==> src/rtl/fgnk_pkg.sv <==
// shared types, constants and saturation helper for the navigation update core
// no dependencies
`timescale 1ns / 1ps

package fgnk_pkg;

    localparam int FracBitsDefault = 16;
    localparam int StateFields = 5;
    localparam int GainEntries = StateFields * StateFields;
    localparam int QWidth = 32;
    localparam int DtWidth = 17;
    localparam int ActWidth = 5;

    localparam logic [ActWidth-1:0] ACT_UPDATE = 5'd0;

    // request into the serial multiplier
    typedef struct packed {
        logic                     start;
        logic signed [QWidth-1:0] a;
        logic signed [QWidth-1:0] b;
    } fgnk_mul_req_t;

    // response from the serial multiplier
    typedef struct packed {
        logic                       done;
        logic signed [2*QWidth-1:0] product;
    } fgnk_mul_rsp_t;

    // clamp a wide sum into the signed 32-bit range
    function automatic logic signed [QWidth-1:0] sat32(input logic signed [63:0] v);
        logic signed [63:0] vmax;
        logic signed [63:0] vmin;
        vmax = 64'sd2147483647;
        vmin = -64'sd2147483648;
        if (v > vmax) begin
            sat32 = 32'sh7fffffff;
        end else if (v < vmin) begin
            sat32 = 32'sh80000000;
        end else begin
            sat32 = v[QWidth-1:0];
        end
    endfunction

endpackage

==> src/rtl/fgnk_mul.sv <==
// radix-16 digit-serial signed multiplier, 32 x 32 to exact 64-bit product
// depends on fgnk_pkg
`timescale 1ns / 1ps

module fgnk_mul (
    input  logic                   aclk,
    input  logic                   aresetn,
    input  fgnk_pkg::fgnk_mul_req_t req,
    output fgnk_pkg::fgnk_mul_rsp_t rsp
);
    import fgnk_pkg::*;

    localparam int Digits = QWidth / 4;

    logic signed [QWidth-1:0] a_reg, a_next;
    logic [QWidth-1:0]        b_reg, b_next;
    logic signed [37:0]       hi_reg, hi_next;
    logic [QWidth-1:0]        lo_reg, lo_next;
    logic [2:0]               cnt_reg, cnt_next;
    logic                     busy_reg, busy_next;
    logic                     done_reg, done_next;

    logic signed [4:0]  dig;
    logic signed [36:0] partial;
    logic signed [37:0] sum;

    // current digit, the top one carries the sign of b
    always_comb begin
        if (cnt_reg == 3'(Digits - 1)) begin
            dig = $signed({b_reg[3], b_reg[3:0]});
        end else begin
            dig = $signed({1'b0, b_reg[3:0]});
        end
        partial = a_reg * dig;
        sum = hi_reg + {partial[36], partial};
    end

    // shift-add step
    always_comb begin
        a_next = a_reg;
        b_next = b_reg;
        hi_next = hi_reg;
        lo_next = lo_reg;
        cnt_next = cnt_reg;
        busy_next = busy_reg;
        done_next = 1'b0;
        if (req.start) begin
            a_next = req.a;
            b_next = req.b;
            hi_next = '0;
            lo_next = '0;
            cnt_next = '0;
            busy_next = 1'b1;
        end else if (busy_reg) begin
            hi_next = sum >>> 4;
            lo_next = {sum[3:0], lo_reg[QWidth-1:4]};
            b_next = b_reg >> 4;
            cnt_next = cnt_reg + 3'd1;
            if (cnt_reg == 3'(Digits - 1)) begin
                busy_next = 1'b0;
                done_next = 1'b1;
            end
        end
    end

    always_ff @(posedge aclk) begin
        if (!aresetn) begin
            busy_reg <= 1'b0;
            done_reg <= 1'b0;
            cnt_reg <= '0;
        end else begin
            busy_reg <= busy_next;
            done_reg <= done_next;
            cnt_reg <= cnt_next;
        end
        a_reg <= a_next;
        b_reg <= b_next;
        hi_reg <= hi_next;
        lo_reg <= lo_next;
    end

    assign rsp.done = done_reg;
    assign rsp.product = {hi_reg[QWidth-1:0], lo_reg};

endmodule

==> src/rtl/fixed_gain_nav_kalman_update_core.sv <==
// top level of the fixed-gain navigation update core
// depends on fgnk_pkg and fgnk_mul
`timescale 1ns / 1ps

// an update transaction takes 27 products on one digit-serial multiplier, each a load,
// eight digit steps and an accumulate, plus an innovation step and an output step; a
// gain write or unused code goes straight to the output step. one item at a time: the
// input reopens in the same cycle that the result is offered, and the output step
// waits while a waiting result holds the output register.
// synchronous active-low reset: estimate zero, gains 0.01, time step 0.1 s.
module fixed_gain_nav_kalman_update_core #(
    parameter int FRAC_BITS = fgnk_pkg::FracBitsDefault
) (
    input  logic                              aclk,
    input  logic                              aresetn,
    // config: time_step
    input  logic                              cfg_valid,
    output logic                              cfg_ready,
    input  logic [fgnk_pkg::DtWidth-1:0]      cfg_data,
    // tdata from bit 0: ins_disp_x, ins_disp_y, ins_dvel_x, ins_dvel_y, ins_yaw,
    // meas_pos_x, meas_pos_y, meas_vel_x, meas_vel_y, meas_heading, gain_value
    input  logic                              s_tvalid,
    output logic                              s_tready,
    input  logic [351:0]                      s_tdata,
    // tuser: action
    input  logic [fgnk_pkg::ActWidth-1:0]     s_tuser,
    // tdata from bit 0: est_pos_x, est_pos_y, est_vel_x, est_vel_y, est_heading
    output logic                              m_tvalid,
    input  logic                              m_tready,
    output logic [159:0]                      m_tdata
);
    import fgnk_pkg::*;

    localparam logic [63:0] GainReset64 = ((64'd1 << FRAC_BITS) + 64'd50) / 64'd100;
    localparam logic [63:0] DtReset64 = ((64'd1 << FRAC_BITS) + 64'd5) / 64'd10;
    localparam logic signed [QWidth-1:0] GainReset = GainReset64[QWidth-1:0];
    localparam logic [DtWidth-1:0] DtReset = DtReset64[DtWidth-1:0];
    localparam logic signed [63:0] Half = 64'sd1 <<< (FRAC_BITS - 1);

    typedef enum logic [4:0] {
        S_IDLE = 5'b00001,
        S_PRED = 5'b00010,
        S_ERR  = 5'b00100,
        S_CORR = 5'b01000,
        S_DONE = 5'b10000
    } state_t;

    state_t state_reg, state_next;

    logic [DtWidth-1:0]       dt_reg;
    logic signed [QWidth-1:0] est_reg   [StateFields];
    logic signed [QWidth-1:0] pred_reg  [StateFields];
    logic signed [QWidth-1:0] err_reg   [StateFields];
    logic signed [QWidth-1:0] meas_reg  [StateFields];
    logic signed [QWidth-1:0] disp_reg  [2];
    logic signed [QWidth-1:0] gain_reg  [GainEntries];
    logic signed [63:0]       acc_reg;
    logic [2:0]               row_reg;
    logic [2:0]               col_reg;
    logic [4:0]               gidx_reg;
    logic                     wait_reg;
    logic                     m_valid_reg;
    logic [159:0]             m_data_reg;

    fgnk_mul_req_t mreq;
    fgnk_mul_rsp_t mrsp;

    logic               accept;
    logic               row_last;
    logic signed [63:0] rounded;
    logic signed [63:0] pos_sum;
    logic signed [63:0] corr_sum;
    logic               out_free;

    fgnk_mul u_mul (
        .aclk    (aclk),
        .aresetn (aresetn),
        .req     (mreq),
        .rsp     (mrsp)
    );

    assign accept = s_tvalid && s_tready;
    assign s_tready = (state_reg == S_IDLE);
    assign cfg_ready = 1'b1;
    assign out_free = !m_valid_reg || m_tready;
    assign row_last = (col_reg == 3'(StateFields - 1));

    // product rounding and the two sums fed from the multiplier
    always_comb begin
        rounded = (mrsp.product + Half) >>> FRAC_BITS;
        pos_sum = 64'(est_reg[{2'b00, row_reg[0]}]) + rounded + 64'(disp_reg[row_reg[0]]);
        corr_sum = acc_reg + rounded;
    end

    // multiplier operand selection
    always_comb begin
        mreq.start = 1'b0;
        mreq.a = est_reg[3'd2 + {2'b00, row_reg[0]}];
        mreq.b = $signed({{(QWidth-DtWidth){1'b0}}, dt_reg});
        if (state_reg == S_CORR) begin
            mreq.a = gain_reg[gidx_reg];
            mreq.b = err_reg[col_reg];
        end
        if ((state_reg == S_PRED || state_reg == S_CORR) && !wait_reg) begin
            mreq.start = 1'b1;
        end
    end

    // sequencer
    always_comb begin
        state_next = state_reg;
        case (state_reg)
            S_IDLE: begin
                if (accept) begin
                    state_next = (s_tuser == ACT_UPDATE) ? S_PRED : S_DONE;
                end
            end
            S_PRED: begin
                if (mrsp.done && row_reg[0]) begin
                    state_next = S_ERR;
                end
            end
            S_ERR: state_next = S_CORR;
            S_CORR: begin
                if (mrsp.done && row_last && row_reg == 3'(StateFields - 1)) begin
                    state_next = S_DONE;
                end
            end
            S_DONE: begin
                if (out_free) begin
                    state_next = S_IDLE;
                end
            end
            default: state_next = S_IDLE;
        endcase
    end

    // control registers
    always_ff @(posedge aclk) begin
        if (!aresetn) begin
            state_reg <= S_IDLE;
            dt_reg <= DtReset;
            wait_reg <= 1'b0;
            m_valid_reg <= 1'b0;
            row_reg <= '0;
            col_reg <= '0;
            gidx_reg <= '0;
            for (int k = 0; k < StateFields; k++) begin
                est_reg[k] <= '0;
            end
            for (int k = 0; k < GainEntries; k++) begin
                gain_reg[k] <= GainReset;
            end
        end else begin
            state_reg <= state_next;
            if (cfg_valid && cfg_ready) begin
                dt_reg <= cfg_data;
            end
            // output register: load a new result or retire the taken one
            if (state_reg == S_DONE && out_free) begin
                m_valid_reg <= 1'b1;
            end else if (m_valid_reg && m_tready) begin
                m_valid_reg <= 1'b0;
            end
            if (mreq.start) begin
                wait_reg <= 1'b1;
            end else if (mrsp.done) begin
                wait_reg <= 1'b0;
            end
            case (state_reg)
                S_IDLE: begin
                    row_reg <= '0;
                    col_reg <= '0;
                    gidx_reg <= '0;
                    if (accept && s_tuser != ACT_UPDATE
                        && s_tuser <= ActWidth'(GainEntries)) begin
                        gain_reg[s_tuser - 5'd1] <= s_tdata[351:320];
                    end
                end
                S_PRED: begin
                    if (mrsp.done) begin
                        row_reg <= row_reg[0] ? 3'd0 : 3'd1;
                    end
                end
                S_CORR: begin
                    if (mrsp.done) begin
                        gidx_reg <= gidx_reg + 5'd1;
                        if (row_last) begin
                            est_reg[row_reg] <= sat32(corr_sum);
                            col_reg <= '0;
                            row_reg <= row_reg + 3'd1;
                        end else begin
                            col_reg <= col_reg + 3'd1;
                        end
                    end
                end
                default: ;
            endcase
        end
    end

    // datapath registers
    always_ff @(posedge aclk) begin
        if (state_reg == S_IDLE && accept) begin
            disp_reg[0] <= s_tdata[31:0];
            disp_reg[1] <= s_tdata[63:32];
            pred_reg[2] <= sat32(64'(est_reg[2]) + 64'($signed(s_tdata[95:64])));
            pred_reg[3] <= sat32(64'(est_reg[3]) + 64'($signed(s_tdata[127:96])));
            pred_reg[4] <= sat32(64'(est_reg[4]) + 64'($signed(s_tdata[159:128])));
            for (int k = 0; k < StateFields; k++) begin
                meas_reg[k] <= s_tdata[160 + 32*k +: 32];
            end
        end
        // position prediction
        if (state_reg == S_PRED && mrsp.done) begin
            pred_reg[{2'b00, row_reg[0]}] <= sat32(pos_sum);
        end
        // innovation
        if (state_reg == S_ERR) begin
            for (int k = 0; k < StateFields; k++) begin
                err_reg[k] <= sat32(64'(meas_reg[k]) - 64'(pred_reg[k]));
            end
            acc_reg <= 64'(pred_reg[0]);
        end
        // correction accumulate
        if (state_reg == S_CORR && mrsp.done) begin
            if (row_last) begin
                if (row_reg != 3'(StateFields - 1)) begin
                    acc_reg <= 64'(pred_reg[row_reg + 3'd1]);
                end
            end else begin
                acc_reg <= corr_sum;
            end
        end
        // result capture
        if (state_reg == S_DONE && out_free) begin
            for (int k = 0; k < StateFields; k++) begin
                m_data_reg[32*k +: 32] <= est_reg[k];
            end
        end
    end

    assign m_tvalid = m_valid_reg;
    assign m_tdata = m_data_reg;

endmodule

==> config.mk <==
export PLATFORM = sky130hd
export DESIGN_NAME = fixed_gain_nav_kalman_update_core
export DESIGN_NICKNAME = d
export VERILOG_FILES = /design/src/rtl/fgnk_pkg.sv /design/src/rtl/fgnk_mul.sv /design/src/rtl/fixed_gain_nav_kalman_update_core.sv
export SDC_FILE = /design/constraint.sdc
export NUM_CORES = 2
export LEC_CHECK = 0
export BUFFER_PORTS_ARGS = -buffer_cell sky130_fd_sc_hd__clkbuf_2
export CAP_MARGIN = 15
export CORE_AREA = 2 2 788 594
export DETAILED_ROUTE_END_ITERATION = 10
export DIE_AREA = 0 0 790 596
export HOLD_SLACK_MARGIN = 0.15
export PLACE_DENSITY_LB_ADDON = 0.08
export SLEW_MARGIN = 20
export SYNTH_ARGS = -nofsm -noshare
export SYNTH_HDL_FRONTEND = slang
export SYNTH_SLANG_ARGS = --single-unit
==> constraint.sdc <==
create_clock -name aclk -period 25.2 [get_ports aclk]
set_clock_uncertainty 0.05 [all_clocks]
set_input_delay 2.52 -clock aclk [delete_from_list [all_inputs] [get_ports aclk]]
set_output_delay 2.52 -clock aclk [all_outputs]
set_load 0.05 [all_outputs]
## Word level (Yosys, flattened, before mapping)

Memories as Yosys holds them, arrays and structs flattened. A register that Yosys moved wholly into a read port is not among the register bits.
Index checks and enable logic that the tools add are counted.

- Register bits: 394
- Bits in latches: 0
- Bits in writable memories: 1504
- ROM bits: 0
- Input port bits: 379
- Output and inout port bits: 163
- Logic and storage cells: 211
- Memories: 6

Memory list:

| name | words | bits a word | read ports | clocked after memory_dff | write ports | line | text |
|---|---|---|---|---|---|---|---|
| gain_reg | 25 | 32 | 1 | 1 | 25 | fixed_gain_nav_kalman_update_core.sv:56 | `logic signed [QWidth-1:0] gain_reg [GainEntries];` |
| err_reg | 5 | 32 | 1 | 1 | 5 | fixed_gain_nav_kalman_update_core.sv:53 | `logic signed [QWidth-1:0] err_reg [StateFields];` |
| est_reg | 5 | 32 | 7 | 3 | 5 | fixed_gain_nav_kalman_update_core.sv:51 | `logic signed [QWidth-1:0] est_reg [StateFields];` |
| meas_reg | 5 | 32 | 5 | 0 | 5 | fixed_gain_nav_kalman_update_core.sv:54 | `logic signed [QWidth-1:0] meas_reg [StateFields];` |
| pred_reg | 5 | 32 | 6 | 0 | 3 | fixed_gain_nav_kalman_update_core.sv:52 | `logic signed [QWidth-1:0] pred_reg [StateFields];` |
| disp_reg | 2 | 32 | 1 | 1 | 2 | fixed_gain_nav_kalman_update_core.sv:55 | `logic signed [QWidth-1:0] disp_reg [2];` |

- Add/subtract/negate cells: 19
- Multiply operators: 1
- Div/mod/pow operators: 0
- Magnitude comparators: 21
- Equality and inequality tests: 16
- Shifts and indexed selects: 0
- Mux-type cells: 99
- Bitwise gates (word level): 2
- Reduce and logical (&&, ||, !) cells: 31

Operator list:

| operator | count |
|---|---|
| $mux 32 | 38 |
| $mux 64 | 5 |
| $gt 33x32->1 const B | 8 |
| $lt 33x32->1 const B | 8 |
| $sub 32x32->33 | 5 |
| $add 32x32->33 | 3 |
| $reduce_or 32->1 | 3 |
| $add 64x17->64 const B | 1 |
| $add 64x48->64 | 1 |
| $gt 64x32->1 const B | 1 |
| $lt 64x32->1 const B | 1 |
| $add 49x32->50 | 1 |
| $gt 50x32->1 const B | 1 |
| $lt 50x32->1 const B | 1 |
| $mux 5 | 10 |
| $add 32x48->49 | 1 |
| $add 34x37->38 | 1 |
| $mul 32x5->37 | 1 |
| $mux 3 | 11 |
| $mux 1 | 31 |
| $pmux 5 s5 | 1 |
| $logic_and 1x1->1 | 12 |
| $pmux 5 s2 | 1 |
| $add 3x1->3 const B | 3 |
| other kinds (26) | 40 |

## Longest topological paths before layout

- Depth after elaboration: 10
- Mapped depth: 26
- Depth with buffers taken out: 23

## Hierarchy

From an unflattened synthesis, not the netlist that was laid out.

- Cells, all modules: 9182
- Area, all modules: 116198.9 sq um

By module, submodules not included:

| module | times used | cells each | area each (sq um) | sequential area each (sq um) |
|---|---|---|---|---|
| fixed_gain_nav_kalman_update_core | 1 | 7987 | 104447.7 | 59837.4 |
| fgnk_mul | 1 | 1195 | 11751.3 | 3343.2 |

## Worst setup path after synthesis

No wires, ideal clock.

- Path kind: input port to flip-flop
- From: in s_tvalid
- To: mem gain_reg[24][0] (enable)
- Setup time: 466 ps
- Arrival: 13119 ps
- Required time: 24684 ps
- Slack: 11565 ps
- Cell stages on the path: 7
- Buffers on the path: 3
- Cell sequence: and2_1 > and4_1 > clkbuf_1 > nand3b_1 > clkbuf_1 > clkbuf_1 > o21ai_0

RTL lines:

| element | line | text |
|---|---|---|
| from (decl) | fixed_gain_nav_kalman_update_core.sv:22 | `input logic s_tvalid,` |
| to (decl) | fixed_gain_nav_kalman_update_core.sv:56 |  |

==> impl_metrics.env <==
export IMPL_initial_core_util=0.2486
export IMPL_clock_fmax_mhz=120.8
export IMPL_p_leak_nw=48.91
export IMPL_wl_per_cell_um=30.68
export IMPL_crit_start="u_mul.lo_reg[17]$_SDFFE_PP0P_"
export IMPL_post_route_util=0.2918
export IMPL_finalSetupTns_ps=0
export IMPL_largest_reg_flops=1024
export IMPL_grt_pass1_vias=78024
export IMPL_cp_max_fo=30
export IMPL_ys_seq_area_frac=0.5455
export IMPL_ant_nets=0
export IMPL_synth_top_area_cell="edfxtp_1"
export IMPL_endpoint_kind="flip-flop"
export IMPL_synthDistinctLibCells=98
export IMPL_setup_viol=0
export IMPL_path_delay_family="simple AND/OR/NAND/NOR gates"
export IMPL_syn_area_um2=115300
export IMPL_clk_path_buf_depth=4
export IMPL_grt_overflow_total=0
export IMPL_setup_slack_ps=16920
export IMPL_min_delay_path_depth=0
export IMPL_finalCritPeriodShare=0.3286
export IMPL_place_congestion=0.9139
export IMPL_cpMostUsedCell="and3_1"
export IMPL_die_area_um2=470800
export IMPL_rr_endpoint="est_reg[0][15]$_SDFFCE_PN0P_"
export IMPL_route_vias_total=79697
export IMPL_wirelength_mm=495.9
export IMPL_ys_flop_type="edfxtp_1"
export IMPL_cts_setup_buffers=0
export IMPL_hold_viol=0
export IMPL_startpoint_type="flip-flop"
export IMPL_irDropWorstVdd_v=0.00006200
export IMPL_syn_avg_cell_area_um2=12.74
export IMPL_fin_crit_ps=8281
export IMPL_drive_gt1_frac=0.1742
export IMPL_async_reset_ff_frac=0
export IMPL_critPathKind="flip-flop to flip-flop"
export IMPL_dp_hpwl_mm=364.5
export IMPL_cp_num_buf_inv=2
export IMPL_cts_hold_buf=0
export IMPL_grt_usage=0.2048
export IMPL_cts_made_buffers=264
export IMPL_htreeDepth=5
export IMPL_maxCapViolations=0
export IMPL_synth_top_cell_area_share=0.5168
export IMPL_clkSinkCount=2149
export IMPL_synthTopCellsByArea="edfxtp_1, mux4_2, ha_1"
export IMPL_cts_resized=0
export IMPL_vias_per_cell=4.931
export IMPL_rsz0062_at_grt="no"
export IMPL_clock_latency_ps=960
export IMPL_row_count=217
export IMPL_min_to="m_tdata[47]$_DFFE_PP_"
export IMPL_area_growth_pct=17.40
export IMPL_hold_path_class="flip-flop to flip-flop"
export IMPL_pre_cts_ws_ps=17150
export IMPL_cpPeakStageDelay_ps=780
export IMPL_tightest_slew_ps=1182
export IMPL_ff2ff_path_depth=22
export IMPL_crit_required_ps=25760
export IMPL_yosysMostFrequentCell="edfxtp_1"
export IMPL_outcome="completed"
export IMPL_path_cells="and3_1, and3_1, nand3_1, nor4_1, buf_4, nand4_1, nand2b_1, xnor2_1, ha_1, a21oi_1, o21a_1, nor4bb_1, o21ai_0, a41oi_1, and3_1, o32ai_1, or4_1, nor4_1, nand4_1, o211ai_2, buf_4, a21oi_1"
export IMPL_drcViolationCount=0
export IMPL_fillCellCount=47283
export IMPL_grt_pass1_wl_mm=672.0
export IMPL_synthCells=9051
export IMPL_cts_reportedPaths_clkPinSlew_ps=60
export IMPL_nNetsFinal=10834
export IMPL_slew_violations=0
export IMPL_antenna_found_initial=99
export IMPL_dr_pass1_iters=8
export IMPL_synth_edf_count=1984
export IMPL_num_io_pins=542
export IMPL_grt_max_degree=121
export IMPL_timing_reg2reg_setup_slack_ps=16920
export IMPL_port_buffers=540
export IMPL_die_x_um=790
export IMPL_ys_seq_elements=2149
export IMPL_p_per_area_nw_per_um2=82.39
export IMPL_core_um2=463700
export IMPL_die_h_um=596
export IMPL_yosysWarnings=0
export IMPL_max_slew_margin=0.2088
export IMPL_p_total_mw=11.15
export IMPL_worstHoldStart="est_reg[1][15]$_SDFFCE_PN0P_"
export IMPL_slowest_stage="nor4bb_1"
export IMPL_clockRootBuffer="clkbuf_16"
export IMPL_r2r_start="u_mul.lo_reg[17]$_SDFFE_PP0P_"
export IMPL_drt_iter0_drc=8769
export IMPL_crit_arrival_ps=8840
export IMPL_synthTopCellsByCount="edfxtp_1, a21oi_1, and2_1"
export IMPL_cts_tree="yes"
-- through the flow --
stage                     area, um2  cells  hold WS [ps]
after floorplan              116200   9306         370.4
after global placement       126800  15674         380.0
after detailed placement     127000  15680         387.4
after CTS                    135300  16143         392.9
after global routing         135300  16145         401.5
final                        135300  16164         382.1
-- power breakdown --
| group | internal, mW | total (mW) | switching [mW] |
|---|---|---|---|
| Sequential | 4.18 | 4.40 | 0.223 |
| Combinational | 0.987 | 2.95 | 1.96 |
| Clock | 2.16 | 3.80 | 1.64 |
| Total | 7.33 | 11.1 | 3.82 |
-- layout make-up --
type	instances	area, um2	area share
diodes	21	52.55	0.0003883
clock buffers	341	7124	0.05264
clock inverters	122	1156	0.008543
inverters	389	1466	0.01084
multi-input cells	6263	50590	0.3738
flip-flops and latches	2149	62910	0.4648
well taps	6132	7672	0.05669
repair buffers	747	4365	0.03226
-- cells in the final DEF, fill, tap and decap left out, types with 63 or more instances in the layout --
cell,instances
mux4_2,384
and3_1,81
clkbuf_2,539
nor3_1,73
o21bai_1,68
nand3_1,91
xnor2_1,244
buf_4,200
mux2i_1,168
dfxtp_1,154
clkbuf_16,271
fa_1,192
xor2_1,132
nor2b_1,94
ha_1,448
or3_1,171
o21ai_0,371
inv_1,387
edfxtp_1,1984
and2_1,723
nand2_1,474
conb_1,257
a211oi_1,63
nand2b_1,72
a21oi_1,790
nor2_1,362
a21o_1,183
-- per-layer routing --
| metal | part of all wire | GRT usage | wire length [um] |
|---|---|---|---|
| met3 | 0.071 | 0.03785 | 35440 |
| met4 | 0.028 | 0.05194 | 13950 |
| met2 | 0.42 | 0.3009 | 209300 |
| met5 | 0.00027 | 0 | 134 |
| met1 | 0.48 | 0.3080 | 237000 |
-- worst register-to-register path, stage by stage, from the launching register on --
cell and delay (ps):
dfxtp_1 410, and3_1 240, and3_1 260, nand3_1 200
nor4_1 380, buf_4 220, nand4_1 470, nand2b_1 350
xnor2_1 360, ha_1 430, a21oi_1 290, o21a_1 220
nor4bb_1 780, o21ai_0 260, a41oi_1 310, and3_1 210
o32ai_1 120, or4_1 410, nor4_1 320, nand4_1 720
o211ai_2 390, buf_4 410, a21oi_1 170
-- how the worst max path moves through the flow --
stage	end	slack (ps)	cells past startpoint
floorplan	gain_reg[24][0]$_SDFFCE_PN1P_	11570	7
global placement	est_reg[0][25]$_SDFFCE_PN0P_	17110	21
detailed placement	est_reg[1][14]$_SDFFCE_PN0P_	17150	22
CTS	est_reg[1][4]$_SDFFCE_PN0P_	17090	22
global route	est_reg[0][19]$_SDFFCE_PN0P_	16430	22
finish	est_reg[0][15]$_SDFFCE_PN0P_	16920	22
-- kinds of logic (layout without fill, tap and decap cells) --
logic type,after synthesis,count (layout),share of synthesized area
adder cells (fa/ha/maj),683,683,0.08573
buffers and inverters,894,1599,0.03051
other,2,278,0.00006515
AO/OA/AOI/OAI,1934,1934,0.1019
multiplexers,615,615,0.09576
AND/OR/NAND/NOR,2378,2378,0.1102
flip-flops,2149,2149,0.5455
XOR/XNOR,396,396,0.03035
Power figures use the tool's default switching activity.
